<file path="config.mk">
export PLATFORM = sky130hd
export DESIGN_NAME = clipped_line_pixel_walker
export DESIGN_NICKNAME = d
export VERILOG_FILES = /design/src/rtl/clpw_pkg.sv /design/src/rtl/clpw_adv.sv /design/src/rtl/clpw_addr.sv /design/src/rtl/clipped_line_pixel_walker.sv
export VERILOG_INCLUDE_DIRS = /design/src /design/src/rtl
export SDC_FILE = /design/constraint.sdc
export NUM_CORES = 1
export LEC_CHECK = 0
export BUFFER_PORTS_ARGS = -buffer_cell sky130_fd_sc_hd__buf_2
export CORE_MARGIN = 1
export CORE_UTILIZATION = 35
export CTS_BUF_LIST = sky130_fd_sc_hd__clkbuf_16
export DETAILED_ROUTE_END_ITERATION = 7
export GPL_ROUTABILITY_DRIVEN = 0
export PLACE_DENSITY = 0.56
export SLEW_MARGIN = 20
export SYNTH_ARGS = -nofsm -noshare
export SYNTH_HDL_FRONTEND = slang
export SYNTH_HIERARCHICAL = 1
export SYNTH_SLANG_ARGS = --single-unit
</file>
<file path="constraint.sdc">
create_clock -name clk -period 11.4 [get_ports clk]
set_input_delay 1.71 -clock clk [delete_from_list [all_inputs] [get_ports clk]]
set_output_delay 1.71 -clock clk [all_outputs]
set_load 0.05 [all_outputs]
</file>
<file path="src/rtl/clipped_line_pixel_walker_assert.svh">
// Assertion macros for the line walker RTL.
`ifndef CLIPPED_LINE_PIXEL_WALKER_ASSERT_SVH
`define CLIPPED_LINE_PIXEL_WALKER_ASSERT_SVH

// Clocked check, off while reset is held.
`define CLPW_ASSERT(label, prop, msg) \
  label: assert property (@(posedge clk) disable iff (!rst_n) (prop)) else $error(msg);

// Clocked check, live during reset too.
`define CLPW_ASSERT_ALWAYS(label, prop, msg) \
  label: assert property (@(posedge clk) (prop)) else $error(msg);

`endif

</file>
<file path="src/rtl/clpw_pkg.sv">
// Shared types and constants for the clipped line pixel walker.
package clpw_pkg;

  localparam int COORD_BITS_DEF = 16;
  localparam int IO_COORD_W     = 16;
  localparam int OFFSET_W       = 32;
  localparam int CFG_IDX_W      = 3;
  localparam int CFG_DATA_W     = 16;

  localparam int LEFT_W   = 12;
  localparam int WIDTH_W  = 13;
  localparam int HEIGHT_W = 13;
  localparam int BPP_W    = 6;
  localparam int STRIDE_W = 16;

  // Inside the window a coordinate is below an extent register, so it fits this width.
  localparam int WIN_COORD_W = 13;

  localparam logic OP_LOAD = 1'b0;
  localparam logic OP_STEP = 1'b1;

  localparam logic [CFG_IDX_W-1:0] CFG_WINDOW_LEFT   = 3'd0;
  localparam logic [CFG_IDX_W-1:0] CFG_WINDOW_WIDTH  = 3'd1;
  localparam logic [CFG_IDX_W-1:0] CFG_WINDOW_HEIGHT = 3'd2;
  localparam logic [CFG_IDX_W-1:0] CFG_PIXEL_DEPTH   = 3'd3;
  localparam logic [CFG_IDX_W-1:0] CFG_LINE_STRIDE   = 3'd4;

  localparam logic [LEFT_W-1:0]   RST_WINDOW_LEFT   = 12'd0;
  localparam logic [WIDTH_W-1:0]  RST_WINDOW_WIDTH  = 13'd1024;
  localparam logic [HEIGHT_W-1:0] RST_WINDOW_HEIGHT = 13'd768;
  localparam logic [BPP_W-1:0]    RST_PIXEL_DEPTH   = 6'd32;
  localparam logic [STRIDE_W-1:0] RST_LINE_STRIDE   = 16'd4096;

  typedef struct packed {
    logic [LEFT_W-1:0]   window_left;
    logic [WIDTH_W-1:0]  window_width;
    logic [HEIGHT_W-1:0] window_height;
    logic [BPP_W-1:0]    pixel_depth;
    logic [STRIDE_W-1:0] line_stride;
  } clpw_cfg_t;

endpackage

</file>
<file path="src/rtl/clpw_adv.sv">
// One all-octant Bresenham move of position and error term.
module clpw_adv
  import clpw_pkg::*;
#(
  parameter int COORD_BITS = COORD_BITS_DEF
) (
  input  logic signed [COORD_BITS-1:0] x,
  input  logic signed [COORD_BITS-1:0] y,
  input  logic signed [COORD_BITS+2:0] err,
  input  logic        [COORD_BITS:0]   dx,
  input  logic        [COORD_BITS:0]   dy,
  input  logic                         sxn,
  input  logic                         syn,
  output logic signed [COORD_BITS-1:0] x_n,
  output logic signed [COORD_BITS-1:0] y_n,
  output logic signed [COORD_BITS+2:0] err_n
);

  localparam int EW = COORD_BITS + 3;
  localparam int DW = COORD_BITS + 1;

  logic signed [EW:0]   e2;
  logic signed [EW:0]   dx_w;
  logic signed [EW:0]   dy_w;
  logic signed [EW-1:0] dx_e;
  logic signed [EW-1:0] dy_e;
  logic                 mv_x;
  logic                 mv_y;

  always_comb begin
    e2    = {err, 1'b0};
    dx_w  = $signed({{(EW + 1 - DW){1'b0}}, dx});
    dy_w  = $signed({{(EW + 1 - DW){1'b0}}, dy});
    dx_e  = $signed({{(EW - DW){1'b0}}, dx});
    dy_e  = $signed({{(EW - DW){1'b0}}, dy});
    mv_x  = e2 > -dy_w;
    mv_y  = e2 < dx_w;
    err_n = err - (mv_x ? dy_e : '0) + (mv_y ? dx_e : '0);
    x_n   = mv_x ? (sxn ? x - 1'b1 : x + 1'b1) : x;
    y_n   = mv_y ? (syn ? y - 1'b1 : y + 1'b1) : y;
  end

endmodule

</file>
<file path="src/rtl/clpw_addr.sv">
// Window test and framebuffer byte offset of one pixel.
module clpw_addr
  import clpw_pkg::*;
#(
  parameter int CMP_W = COORD_BITS_DEF + 1
) (
  input  logic signed [CMP_W-1:0]   px,
  input  logic signed [CMP_W-1:0]   py,
  input  clpw_cfg_t                 cfg,
  output logic                      in_win,
  output logic        [OFFSET_W-1:0] offset
);

  localparam int XP_W = WIN_COORD_W + BPP_W;
  localparam int YP_W = WIN_COORD_W + STRIDE_W;

  logic signed [CMP_W-1:0] left_s;
  logic signed [CMP_W-1:0] width_s;
  logic signed [CMP_W-1:0] height_s;
  logic [XP_W-1:0]         x_prod;
  logic [YP_W-1:0]         y_prod;

  always_comb begin
    left_s   = $signed({{(CMP_W - LEFT_W){1'b0}}, cfg.window_left});
    width_s  = $signed({{(CMP_W - WIDTH_W){1'b0}}, cfg.window_width});
    height_s = $signed({{(CMP_W - HEIGHT_W){1'b0}}, cfg.window_height});
    in_win   = (px >= left_s) && (px < width_s) && (py >= 0) && (py < height_s);
    // Inside the window both coordinates are nonnegative and below 2^13.
    x_prod   = XP_W'(px[WIN_COORD_W-1:0]) * XP_W'(cfg.pixel_depth);
    y_prod   = YP_W'(py[WIN_COORD_W-1:0]) * YP_W'(cfg.line_stride);
    offset   = in_win ? (OFFSET_W'(x_prod >> 3) + OFFSET_W'(y_prod)) : '0;
  end

endmodule

</file>
<file path="src/rtl/clipped_line_pixel_walker.sv">
// Bresenham line walker: accepts one load or step item per clock unless stalled,
// and returns one registered pixel result for each. The rate is set by the loop
// through the state registers, which hold the position one move ahead of the pixel
// last given, so each item needs a single error-term move plus the window test and
// one multiply-add for the byte offset. A load gives the start pixel, each step
// the next one; the end point is never given. Configuration is a write port always
// ready; no memories, so no clearing pass after reset.
module clipped_line_pixel_walker
  import clpw_pkg::*;
#(
  parameter int COORD_BITS = COORD_BITS_DEF
) (
  input  logic                         clk,
  input  logic                         rst_n,
  input  logic                         in_valid,
  output logic                         in_ready,
  input  logic                         in_operation,
  input  logic signed [IO_COORD_W-1:0] in_start_x,
  input  logic signed [IO_COORD_W-1:0] in_start_y,
  input  logic signed [IO_COORD_W-1:0] in_end_x,
  input  logic signed [IO_COORD_W-1:0] in_end_y,
  output logic                         out_valid,
  input  logic                         out_ready,
  output logic                         out_pixel_valid,
  output logic signed [IO_COORD_W-1:0] out_pixel_x,
  output logic signed [IO_COORD_W-1:0] out_pixel_y,
  output logic                         out_in_window,
  output logic        [OFFSET_W-1:0]   out_byte_offset,
  output logic                         out_last_pixel,
  input  logic                         cfg_valid,
  output logic                         cfg_ready,
  input  logic        [CFG_IDX_W-1:0]  cfg_index,
  input  logic        [CFG_DATA_W-1:0] cfg_data
);

`include "clipped_line_pixel_walker_assert.svh"

  localparam int CB    = COORD_BITS;
  localparam int DW    = CB + 1;
  localparam int EW    = CB + 3;
  localparam int CMP_W = ((CB > WIN_COORD_W) ? CB : WIN_COORD_W) + 1;

  function automatic logic [CB-1:0] to_coord(input logic [IO_COORD_W-1:0] v);
    logic [CB-1:0] r;
    for (int i = 0; i < CB; i++) r[i] = (i < IO_COORD_W) ? v[i % IO_COORD_W] : 1'b0;
    return r;
  endfunction

  function automatic logic [IO_COORD_W-1:0] to_port(input logic [CB-1:0] c);
    logic [IO_COORD_W-1:0] r;
    for (int i = 0; i < IO_COORD_W; i++) r[i] = (i < CB) ? c[i % CB] : 1'b0;
    return r;
  endfunction

  clpw_cfg_t cfg_r;

  // Line state; the position registers run one move ahead of the last pixel.
  logic signed [CB-1:0] adv_x_r, adv_y_r, tgt_x_r, tgt_y_r;
  logic signed [EW-1:0] adv_err_r;
  logic        [DW-1:0] dx_r, dy_r;
  logic                 sxn_r, syn_r, active_r;
  logic                 active_nxt;

  logic                  out_valid_r, out_pix_r, out_win_r, out_last_r;
  logic [IO_COORD_W-1:0] out_x_r, out_y_r;
  logic [OFFSET_W-1:0]   out_off_r;
  logic                  out_blank;

  logic                 in_acc, is_load;
  logic signed [CB-1:0] sx, sy, ex, ey;
  logic signed [DW-1:0] diff_x, diff_y;
  logic        [DW-1:0] ld_dx, ld_dy;
  logic signed [EW-1:0] ld_err;
  logic signed [CB-1:0] base_x, base_y, sel_tx, sel_ty, n_x, n_y;
  logic signed [EW-1:0] base_err, n_err;
  logic        [DW-1:0] sel_dx, sel_dy;
  logic                 sel_sxn, sel_syn;
  logic                 pix_valid, pix_last, at_tgt;
  logic                 win;
  logic [OFFSET_W-1:0]  off;

  assign in_ready  = !out_valid_r || out_ready;
  assign in_acc    = in_valid && in_ready;
  assign cfg_ready = 1'b1;

  always_comb begin
    is_load = in_operation == OP_LOAD;
    sx      = $signed(to_coord(in_start_x));
    sy      = $signed(to_coord(in_start_y));
    ex      = $signed(to_coord(in_end_x));
    ey      = $signed(to_coord(in_end_y));
    diff_x  = $signed({ex[CB-1], ex}) - $signed({sx[CB-1], sx});
    diff_y  = $signed({ey[CB-1], ey}) - $signed({sy[CB-1], sy});
    ld_dx   = diff_x[DW-1] ? DW'(-diff_x) : DW'(diff_x);
    ld_dy   = diff_y[DW-1] ? DW'(-diff_y) : DW'(diff_y);
    ld_err  = $signed({{(EW - DW){1'b0}}, ld_dx}) - $signed({{(EW - DW){1'b0}}, ld_dy});

    base_x   = is_load ? sx : adv_x_r;
    base_y   = is_load ? sy : adv_y_r;
    base_err = is_load ? ld_err : adv_err_r;
    sel_tx   = is_load ? ex : tgt_x_r;
    sel_ty   = is_load ? ey : tgt_y_r;
    sel_dx   = is_load ? ld_dx : dx_r;
    sel_dy   = is_load ? ld_dy : dy_r;
    sel_sxn  = is_load ? !(sx < ex) : sxn_r;
    sel_syn  = is_load ? !(sy < ey) : syn_r;

    // A step with no line, or any item whose position is already the end point, gives no pixel.
    at_tgt     = (base_x == sel_tx) && (base_y == sel_ty);
    pix_valid  = (is_load || active_r) && !at_tgt;
    pix_last   = pix_valid && (n_x == sel_tx) && (n_y == sel_ty);
    active_nxt = pix_valid && !pix_last;
  end

  clpw_adv #(
    .COORD_BITS(CB)
  ) u_adv (
    .x    (base_x),
    .y    (base_y),
    .err  (base_err),
    .dx   (sel_dx),
    .dy   (sel_dy),
    .sxn  (sel_sxn),
    .syn  (sel_syn),
    .x_n  (n_x),
    .y_n  (n_y),
    .err_n(n_err)
  );

  clpw_addr #(
    .CMP_W(CMP_W)
  ) u_addr (
    .px    ($signed({{(CMP_W - CB){base_x[CB-1]}}, base_x})),
    .py    ($signed({{(CMP_W - CB){base_y[CB-1]}}, base_y})),
    .cfg   (cfg_r),
    .in_win(win),
    .offset(off)
  );

  always_ff @(posedge clk) begin
    if (!rst_n) begin
      cfg_r.window_left   <= RST_WINDOW_LEFT;
      cfg_r.window_width  <= RST_WINDOW_WIDTH;
      cfg_r.window_height <= RST_WINDOW_HEIGHT;
      cfg_r.pixel_depth   <= RST_PIXEL_DEPTH;
      cfg_r.line_stride   <= RST_LINE_STRIDE;
    end else if (cfg_valid) begin
      unique case (cfg_index)
        CFG_WINDOW_LEFT:   cfg_r.window_left   <= cfg_data[LEFT_W-1:0];
        CFG_WINDOW_WIDTH:  cfg_r.window_width  <= cfg_data[WIDTH_W-1:0];
        CFG_WINDOW_HEIGHT: cfg_r.window_height <= cfg_data[HEIGHT_W-1:0];
        CFG_PIXEL_DEPTH:   cfg_r.pixel_depth   <= cfg_data[BPP_W-1:0];
        CFG_LINE_STRIDE:   cfg_r.line_stride   <= cfg_data[STRIDE_W-1:0];
        default: ;
      endcase
    end
  end

  always_ff @(posedge clk) begin
    if (!rst_n) begin
      active_r    <= 1'b0;
      out_valid_r <= 1'b0;
    end else begin
      if (in_acc) active_r <= active_nxt;
      if (in_acc) out_valid_r <= 1'b1;
      else if (out_ready) out_valid_r <= 1'b0;
    end
  end

  always_ff @(posedge clk) begin
    if (in_acc) begin
      if (is_load) begin
        tgt_x_r <= ex;
        tgt_y_r <= ey;
        dx_r    <= ld_dx;
        dy_r    <= ld_dy;
        sxn_r   <= sel_sxn;
        syn_r   <= sel_syn;
      end
      // Advance only when a pixel goes out; an idle step leaves the line alone.
      if (pix_valid) begin
        adv_x_r   <= n_x;
        adv_y_r   <= n_y;
        adv_err_r <= n_err;
      end
      out_pix_r  <= pix_valid;
      out_x_r    <= pix_valid ? to_port(base_x) : '0;
      out_y_r    <= pix_valid ? to_port(base_y) : '0;
      out_win_r  <= pix_valid && win;
      out_off_r  <= pix_valid ? off : '0;
      out_last_r <= pix_last;
    end
  end

  assign out_valid       = out_valid_r;
  assign out_pixel_valid = out_pix_r;
  assign out_pixel_x     = $signed(out_x_r);
  assign out_pixel_y     = $signed(out_y_r);
  assign out_in_window   = out_win_r;
  assign out_byte_offset = out_off_r;
  assign out_last_pixel  = out_last_r;

  assign out_blank = out_x_r == '0 && out_y_r == '0 && !out_win_r && out_off_r == '0 &&
                     !out_last_r;

  `CLPW_ASSERT(a_empty_zero, out_valid_r && !out_pix_r |-> out_blank, "empty result not blank")
  `CLPW_ASSERT(a_clip_zero, out_valid_r && !out_win_r |-> out_off_r == '0, "offset off window")
  `CLPW_ASSERT(a_last_pix, out_valid_r && out_last_r |-> out_pix_r && !active_r, "stray last")
  `CLPW_ASSERT(a_idle, in_acc && !is_load && !active_r |=> !out_pix_r, "idle step gave a pixel")

endmodule

</file>
==> flow_metrics.tcl, run 1 <==
set metrics [dict create \
    outcome "finished, final reports clean" \
    timing.max_slew.rel_slack_pct 43.6 \
    antenna_violations_before_repair 15 \
    critPathSlowestCell "or4_4" \
    finalMaxSlewViolations 0 \
    min-delay-path-class "flop to flop" \
    drt_drc_violations_left 0 \
    worstPathArrival_ns 10.95 \
    detail-route-antenna-nets 0 \
    synthesis.area_mm2 0.0291 \
    synthSimpleGateAreaFrac_pct 16.9 \
    fin_setup_tns_ns 0 \
    cts_sinks 248 \
    placementRows 105 \
    initial_util_pct 35.4 \
    post_cts_hold_buffer_count 0 \
    cts-root-buf "clkbuf_16" \
    nFillCells 8393 \
    worst_pin_slew_ns 0.839 \
    top_level_ports 159 \
    achievable-frequency_ghz 0.0941 \
    clk_transition_reported_paths_ns 0.06 \
    grt_first_pass_wirelength_um 135000 \
    final_period_utilization_pct 93.2 \
    combinational_family_with_the_most_area_after_synthesis "adder cells" \
    detailedRoute.firstIterationViolations 1433 \
    hold_violations 0 \
    syn_to_final_growth_pct 10.6 \
    multi_input_comb_area_mm2 0.0201 \
    post_drt_via_cell_ratio 5.14 \
    synth-compound-area-share_pct 13.0 \
    post-synth-top-area-cell "edfxtp_1" \
    synth_mux_area_share_pct 3.83 \
    power.static_leakage_nw 14.9 \
    final-seq-area_mm2 0.00683 \
    layout.nets 3979 \
    ctsLongestPathBuffers 3 \
    htree_num_levels 2 \
    wl_per_cell_um 19.5 \
    critical_path.startpoint_type "primary input" \
    fp.dieArea_mm2 0.0844 \
    synth-xor-area-share_pct 6.46 \
    dpl_cell_area_mm2 0.0311 \
    vias 23000 \
    post-dp-hpwl_um 68700 \
    vdd_ir_drop_max_uv 180 \
    netlist_top_cells_area "edfxtp_1, fa_1, ha_1" \
    design_area_mm2 0.0322 \
    grt-ovfl-total 0 \
    critPathKind "primary input to flop" \
    globalRouteMet1Util_pct 29.8 \
    core-area_mm2 0.0822 \
    post_synth.cell_area_avg_um2 8.97 \
    synth_top_area_share_pct 19.2 \
    synth_fa_ha_area_share_pct 28.5 \
    critPathMaxStageDelay_ns 0.56 \
    synth-edff-count 186 \
    grt_max_degree 83 \
    power.total_mw 6.63 \
    grt_most_used_layer "met2" \
    detailed_routing_iteration_count_for_the_pre_antenna_repair_pass 5 \
    syn-instance-count 3250 \
    die_height_um 291 \
    type_of_destination_of_the_critical_path "flop" \
    via_count_of_the_first_global_routing_pass 22700 \
    grt_setup_unrepaired "false" \
    met2_usage_pct 30.7 \
    synth.yosys.seq_area_share_pct 23.4 \
    synthDistinctLibCells 107 \
    cts_tree "done" \
    power_density_mw_per_mm2 206 \
    post-synth-top-count-cell "inv_1" \
    port_buffers 157 \
    global_route.usage.total_pct 20.6 \
    chipWidth_um 291 \
    share_of_async_settable_or_async_resettable_flops_after_synthesis_pct 0 \
    met3_usage_pct 4.80 \
    worstSkewPairLatency_ns 0.58 \
    routed_wl_um 87100 \
    layout_min_cycle_time_ns 10.63 \
    final-setup-viol-count 0 \
    ys.warnings.count 6 \
    clock-skew-final_ns 0.0368 \
    netlist_top_cells_count "inv_1, nand2_1, ha_1" \
    max-cap-violations 0 \
    dominantRegCellSynth "edfxtp_1" \
    tritoncts.num_buffers 35 \
    timing.critical_path.required_ns 11.73 \
    drive_above_1_share_pct 9.85 \
    critPathMaxFanout 13 \
    ys_ff_latch 248 \
]
flip-flops by register name, indices dropped and copies added, names as in the netlist, 17 cells and up:
signal / count
cfg_r: 60
out_byte_offset: 32
dy_r: 17
dx_r: 17
adv_err_r: 19
metrics by stage:
step | util (%) | setup WS, ns | hold WS [ns] | instances
5_1_grt | 39.2 | 0.0229 | 0.483 | 4464
2_1_floorplan | - | 1.02 | 0.441 | 3251
6_report | 39.2 | 0.773 | 0.463 | 4465
4_1_cts | 39.1 | 0.811 | 0.468 | 4460
3_5_place_dp | 37.8 | 0.234 | 0.461 | 4398
3_3_place_gp | 37.8 | 0.329 | 0.454 | 4398
cell families (layout without fill, tap and decap cells):
kind of cell / count (synthesis) / in the layout
AND/OR/NAND/NOR: 1010 / 1010
XOR/XNOR: 212 / 212
adder cells (fa/ha/maj): 524 / 524
other: 2 / 6
flip-flops: 248 / 248
buffers and inverters: 592 / 733
AO/OA/AOI/OAI: 555 / 555
multiplexers: 107 / 107
worst paths after layout:
check	startpoint	endpoint	slack, ns	cells past startpoint
worst max-delay path	in_end_x[0]	adv_err_r[18]	0.77	41
worst min-delay path	cfg_r[34]	cfg_r[34]	0.46	2
worst max register to register	adv_x_r[1]	out_byte_offset[25]	3.08	27
worst min register to register	cfg_r[34]	cfg_r[34]	0.46	2
placed cells by master, fill, tap and decap left out, types with 58 or more instances in the layout:
cell type,count
a21boi_0,59
a21o_1,58
a21oi_1,156
and2_1,194
buf_2,155
dfxtp_1,62
edfxtp_1,186
fa_1,234
ha_1,289
inv_1,489
mux2i_1,76
nand2_1,390
nor2_1,173
o21ai_0,77
xnor2_1,147
xor2_1,63
layout make-up:
| type | count | share of cell area, % |
|---|---|---|
| repair buffers | 187 | 3.19 |
| diodes | 3 | 0.0233 |
| clock inverters | 26 | 0.738 |
| multi-input cells | 2411 | 62.3 |
| clock buffers | 36 | 2.80 |
| inverters | 484 | 5.65 |
| well taps | 1070 | 4.16 |
| flip-flops and latches | 248 | 21.2 |
per-layer routing:
metal	wire length (µm)	part of all wire, %	vias up
met5	125	0.14	-
met4	2280	2.6	18
met2	36500	42	663
met3	6440	7.4	118
met1	41800	48	11100
li1	-	-	11100
where the power goes:
part	internal (mW)	switching, mW
combinational	1.64	2.58
sequential	1.25	0.0409
clock	0.649	0.476
critical path: cells and delay by family:
family	cells	cell delay, ns
AND/OR/NAND/NOR	7	1.29
XOR/XNOR	2	0.32
buffers and inverters	4	0.46
multiplexers	1	0.29
adder cells (fa/ha/maj)	7	2.40
AO/OA/AOI/OAI	20	4.47
what timing repair did:
item                                    CTS  global route
endpoints found under the setup margin    0             3
gates resized for setup                   0             0
setup buffers                             0             2
Note: power is estimated with default switching activity, not from simulation.
==> inputs of run 2 (changes only) <==
==> constraint.sdc (replaced) <==
create_clock -name clk -period 11.88 [get_ports clk]
set_input_delay 1.782 -clock clk [delete_from_list [all_inputs] [get_ports clk]]
set_output_delay 1.782 -clock clk [all_outputs]
set_load 0.05 [all_outputs]
==> flow_metrics.tcl, run 2 (synthesis gave the netlist of run 1 again) <==
set metrics [dict create \
    antenna_violations_before_repair 15 \
    worstPathArrival_ns 11.35 \
    vdd_ir_drop_max_uv 211 \
    grt_setup_unrepaired "false" \
    critPathMaxFanout 17 \
    layout_min_cycle_time_ns 11.04 \
    cts_sinks 248 \
    cts-root-buf "clkbuf_16" \
    crit_family "compound AO/OA/AOI/OAI gates" \
    global_route.usage.total_pct 20.7 \
    ctsLongestPathBuffers 3 \
    post_cts.repair.setup_buffers 0 \
    layout.nets 3969 \
    placementRows 105 \
    layout_common_cells "inv_1, nand2_1, ha_1, fa_1, and2_1" \
    htree_num_levels 2 \
    cellInternalPower_mw 3.32 \
    detail-route-antenna-nets 0 \
    fp.dieArea_mm2 0.0844 \
    top_level_ports 159 \
    timing.max_slew.rel_slack_pct 27.0 \
    post_drt_via_cell_ratio 5.18 \
    detailedRoute.firstIterationViolations 1455 \
    nFillCells 8385 \
    min-delay-path-class "flop to flop" \
    power.static_leakage_nw 14.8 \
    tritoncts.num_buffers 35 \
    fin_setup_tns_ns 0 \
    worst-path-buf-inv 4 \
    post-dp-hpwl_um 68900 \
    type_of_destination_of_the_critical_path "flop" \
    power_density_mw_per_mm2 196 \
    power.clock.fraction_pct 15.9 \
    outcome "finished, final reports clean" \
    timing.critical_path.required_ns 12.20 \
    worst_pin_slew_ns 1.09 \
    clk_transition_reported_paths_ns 0.06 \
    power.share.switching_pct 47.0 \
    grt-ovfl-total 0 \
    power_switching_mw 2.95 \
    drive_above_1_share_pct 9.52 \
    final-setup-viol-count 0 \
    drt_drc_violations_left 0 \
    final_period_utilization_pct 92.9 \
    core-area_mm2 0.0822 \
    grt_max_degree 85 \
    seq_power_share_pct 19.7 \
    achievable-frequency_ghz 0.0906 \
    critPathSlowestCell "mux2i_4" \
    largest-register "cfg_r" \
    critPathMaxStageDelay_ns 0.50 \
    chipWidth_um 291 \
    hold_violations 0 \
    power.total_mw 6.28 \
    detailed_routing_iteration_count_for_the_pre_antenna_repair_pass 7 \
    finalHoldWorstSlack_ns 0.462 \
    layout_commonest_cell "inv_1" \
    via_count_of_the_first_global_routing_pass 22600 \
    critPathKind "primary input to flop" \
    wl_per_cell_um 19.5 \
    vias 23100 \
    cts_tree "done" \
    clock-skew-final_ns 0.0259 \
    routed_wl_um 87000 \
    number_of_flip_flops_under_the_largest_register_name 60 \
    critical_path.startpoint_type "primary input" \
    finalMaxSlewViolations 0 \
    initial_util_pct 35.4 \
    post_cts_hold_buffer_count 0 \
    utilization_pct 39.0 \
    port_buffers 157 \
    die_height_um 291 \
    worstSkewPairLatency_ns 0.57 \
    syn_to_final_growth_pct 10.0 \
    max-cap-violations 0 \
    grt_first_pass_wirelength_um 136000 \
    post_cts_resize_count 0 \
    p_comb_share_pct 64.3 \
]
==> run 2: changes by cell type in the layout (fill, tap and decap cells not counted), moves of 2 or more <==
cell       delta
clkinv_8      +2
inv_6         -3
clkinv_2      +4
inv_1         +3
bufinv_16     -2
buf_4         -9
==> run 2: worst paths after layout <==
path | startpoint | endpoint | slack, ns | cells after the start
max | in_end_x[0] | adv_err_r[15] | 0.84 | 41
min | cfg_r[36] | cfg_r[36] | 0.46 | 2
max reg2reg | adv_x_r[1] | out_byte_offset[25] | 3.55 | 27
min reg2reg | cfg_r[36] | cfg_r[36] | 0.46 | 2
==> run 2: stage by stage <==
step,instances,setup slack (ns),cell area (µm²)
after floorplan,3251,1.42,29100
after detailed placement,4390,0.470,31000
after global routing,4456,0.206,32100
after CTS,4453,1.02,32000
after global placement,4390,0.570,31000
final,4457,0.845,32100
==> run 2: cell type report <==
cell class / instances / area [µm²] / area share [%]
Tap cell: 1070 / 1340 / 4.18
Antenna cell: 4 / 10.0 / 0.0312
Multi-Input combinational cell: 2411 / 20100 / 62.6
Sequential cell: 248 / 6830 / 21.3
Inverter: 484 / 1820 / 5.68
Timing Repair Buffer: 177 / 941 / 2.94
Clock inverter: 28 / 190 / 0.593
Clock buffer: 35 / 876 / 2.73
==> run 2: worst min-delay path: stages (launching register included) <==
cell and delay (ns):
dfxtp_1 0.30, nand2_1 0.04, a21boi_0 0.06
==> run 2: layer usage <==
metal / share of wire, % / vias up / GRT usage, % / wire, µm
met4: 2.5 / 18 / 5.33 / 2190
met3: 7.5 / 111 / 3.91 / 6500
met5: 0.12 / - / 0 / 101
met1: 48 / 11200 / 30.9 / 41800
met2: 42 / 693 / 30.4 / 36300
li1: - / 11100 / - / -
==> run 2: power groups by stage <==
stage               sequential, mW  clock [mW]  combinational (mW)
global placement              1.25           0                3.93
CTS                           1.24        1.03                3.99
global route                  1.25        1.06                4.46
floorplan                     1.30           0                2.91
finish                        1.24        1.00                4.04
detailed placement            1.25           0                3.96
==> inputs of run 3 (changes only) <==
--- a/config.mk
+++ b/config.mk
@@ -6,13 +6,13 @@
 export SDC_FILE = /design/constraint.sdc
 export NUM_CORES = 1
 export LEC_CHECK = 0
-export BUFFER_PORTS_ARGS = -buffer_cell sky130_fd_sc_hd__buf_2
 export CORE_MARGIN = 1
-export CORE_UTILIZATION = 35
+export CORE_UTILIZATION = 50
 export CTS_BUF_LIST = sky130_fd_sc_hd__clkbuf_16
 export DETAILED_ROUTE_END_ITERATION = 7
+export DONT_BUFFER_PORTS = 1
 export GPL_ROUTABILITY_DRIVEN = 0
-export PLACE_DENSITY = 0.56
+export PLACE_DENSITY = 0.7
 export SLEW_MARGIN = 20
 export SYNTH_ARGS = -nofsm -noshare
 export SYNTH_HDL_FRONTEND = slang
==> flow_metrics.tcl, run 3 (synthesis gave the netlist of run 1 again) <==
set metrics [dict create \
    outcome "finished, final reports clean" \
    slack_of_the_worst_reg_to_reg_path_ns 3.24 \
    initial_util_pct 50.6 \
    cts_sinks 248 \
    die_height_um 243 \
    layout.nets 3812 \
    p_comb_share_pct 61.8 \
    final-seq-area_mm2 0.00683 \
    place_worst_setup_slack_ns 0.637 \
    ctsLongestPathBuffers 3 \
    detail-route-antenna-nets 0 \
    power_switching_mw 2.92 \
    vias 22700 \
    global_route.usage.total_pct 27.9 \
    critPathMaxFanout 13 \
    worstSkewPairLatency_ns 0.57 \
    detailed_routing_iteration_count_for_the_pre_antenna_repair_pass 5 \
    crit_top_cell "o21ai_0" \
    cellInternalPower_mw 3.40 \
    cts-root-buf "clkbuf_16" \
    largest-register "cfg_r" \
    antenna_violations_before_repair 3 \
    grt-ovfl-total 0 \
    final_period_utilization_pct 91.5 \
    grt_first_pass_wirelength_um 129000 \
    post_cts.repair.setup_buffers 0 \
    worstPathArrival_ns 11.19 \
    clock-skew-final_ns 0.0291 \
    finish.cell_count_without_fillers 3993 \
    post_cts_hold_buffer_count 0 \
    nFillCells 5191 \
    core-area_mm2 0.0576 \
    power.static_leakage_nw 14.2 \
    number_of_flip_flops_under_the_largest_register_name 60 \
    critPathMaxStageDelay_ns 0.57 \
    wl_per_cell_um 20.4 \
    post_cts_resize_count 0 \
    post_drt_via_cell_ratio 5.69 \
    r2r_worst_path_depth 27 \
    hold_violations 0 \
    chipWidth_um 243 \
    clk_transition_reported_paths_ns 0.06 \
    seq_power_share_pct 20.7 \
    min-delay-path-class "flop to flop" \
    detailedRoute.firstIterationViolations 1906 \
    type_of_destination_of_the_critical_path "flop" \
    final_critical_path_setup_slack_ns 1.00 \
    power.total_mw 6.32 \
    syn_to_final_growth_pct 6.43 \
    critical_path.startpoint_type "primary input" \
    finalMaxSlewViolations 0 \
    achievable-frequency_ghz 0.0920 \
    grt_max_degree 115 \
    timing.max_slew.rel_slack_pct 33.7 \
    critPathKind "primary input to flop" \
    port_buffers 0 \
    power.clock.fraction_pct 17.5 \
    whs_path_depth 2 \
    post-dp-hpwl_um 63000 \
    fin_setup_tns_ns 0 \
    drt_drc_violations_left 0 \
    tritoncts.num_buffers 34 \
    vdd_ir_drop_max_uv 234 \
    cts_tree "done" \
    layout_commonest_cell "inv_1" \
    layout_min_cycle_time_ns 10.88 \
    power.share.switching_pct 46.3 \
    grt_setup_unrepaired "false" \
    routed_wl_um 81300 \
    final-setup-viol-count 0 \
    worst_pin_slew_ns 0.994 \
    power_density_mw_per_mm2 204 \
    multi_input_comb_area_mm2 0.0201 \
    max-cap-violations 0 \
    via_count_of_the_first_global_routing_pass 22800 \
    timing.critical_path.required_ns 12.20 \
    critPathSlowestCell "or4_4" \
    post-place-cells 3929 \
    layout_common_cells "inv_1, nand2_1, ha_1, fa_1, and2_1" \
    finalHoldWorstSlack_ns 0.461 \
    drive_above_1_share_pct 5.24 \
    placementRows 88 \
    fp.dieArea_mm2 0.0592 \
    htree_num_levels 2 \
    top_level_ports 159 \
]
run 3: changes by cell type in the layout (fill, tap and decap cells not counted), moves of 2 or more:
cell / change
inv_6: +3
inv_1: -7
clkinv_2: -5
diode_2: -2
clkinv_1: +3
buf_2: -155
bufinv_16: +4
run 3: power by group through the flow:
| stage | sequential, mW | clock (mW) | combinational, mW |
|---|---|---|---|
| 5_1_grt | 1.32 | 1.16 | 4.32 |
| 6_report | 1.31 | 1.11 | 3.90 |
| 3_3_place_gp | 1.32 | 0 | 3.75 |
| 3_5_place_dp | 1.33 | 0 | 3.77 |
| 2_1_floorplan | 1.30 | 0 | 2.91 |
| 4_1_cts | 1.31 | 1.13 | 3.83 |
run 3: metrics by stage:
step | cell area [µm²] | util, %
global placement | 29800 | 51.8
finish | 31000 | 53.9
floorplan | 29100 | -
global route | 31000 | 53.8
CTS | 31000 | 53.8
detailed placement | 29800 | 51.8
run 3: cell type report:
type / instances / area share [%]
antenna: 2 / 0.0161
clock inverter: 26 / 0.940
inverter: 484 / 5.87
sequential: 248 / 22.0
tap: 765 / 3.09
multi-input combinational: 2411 / 64.7
clock buffer: 36 / 2.90
timing repair buffer: 21 / 0.508
run 3: critical path: cells and delay by family:
| family | cells | cell delay, ns |
|---|---|---|
| xor+xnor | 3 | 0.62 |
| simple gates | 5 | 1.17 |
| compound gates | 21 | 4.82 |
| mux | 1 | 0.09 |
| fa+ha+maj | 6 | 2.29 |
| buf+inv | 4 | 0.38 |
run 3: path summary, 6_finish.rpt:
| kind | startpoint | to |
|---|---|---|
| max | in_end_x[0] | adv_err_r[18] |
| min | cfg_r[46] | cfg_r[46] |
| max reg2reg | adv_x_r[1] | out_byte_offset[25] |
| min reg2reg | cfg_r[46] | cfg_r[46] |
run 3: per-layer routing:
| metal | GRT usage [%] | part of all wire [%] | vias to the layer above |
|---|---|---|---|
| met5 | 0 | 0.017 | - |
| met4 | 9.17 | 3.3 | 2 |
| met3 | 7.90 | 9.7 | 151 |
| met2 | 43.5 | 44 | 822 |
| met1 | 37.1 | 43 | 11000 |
| li1 | - | - | 10700 |
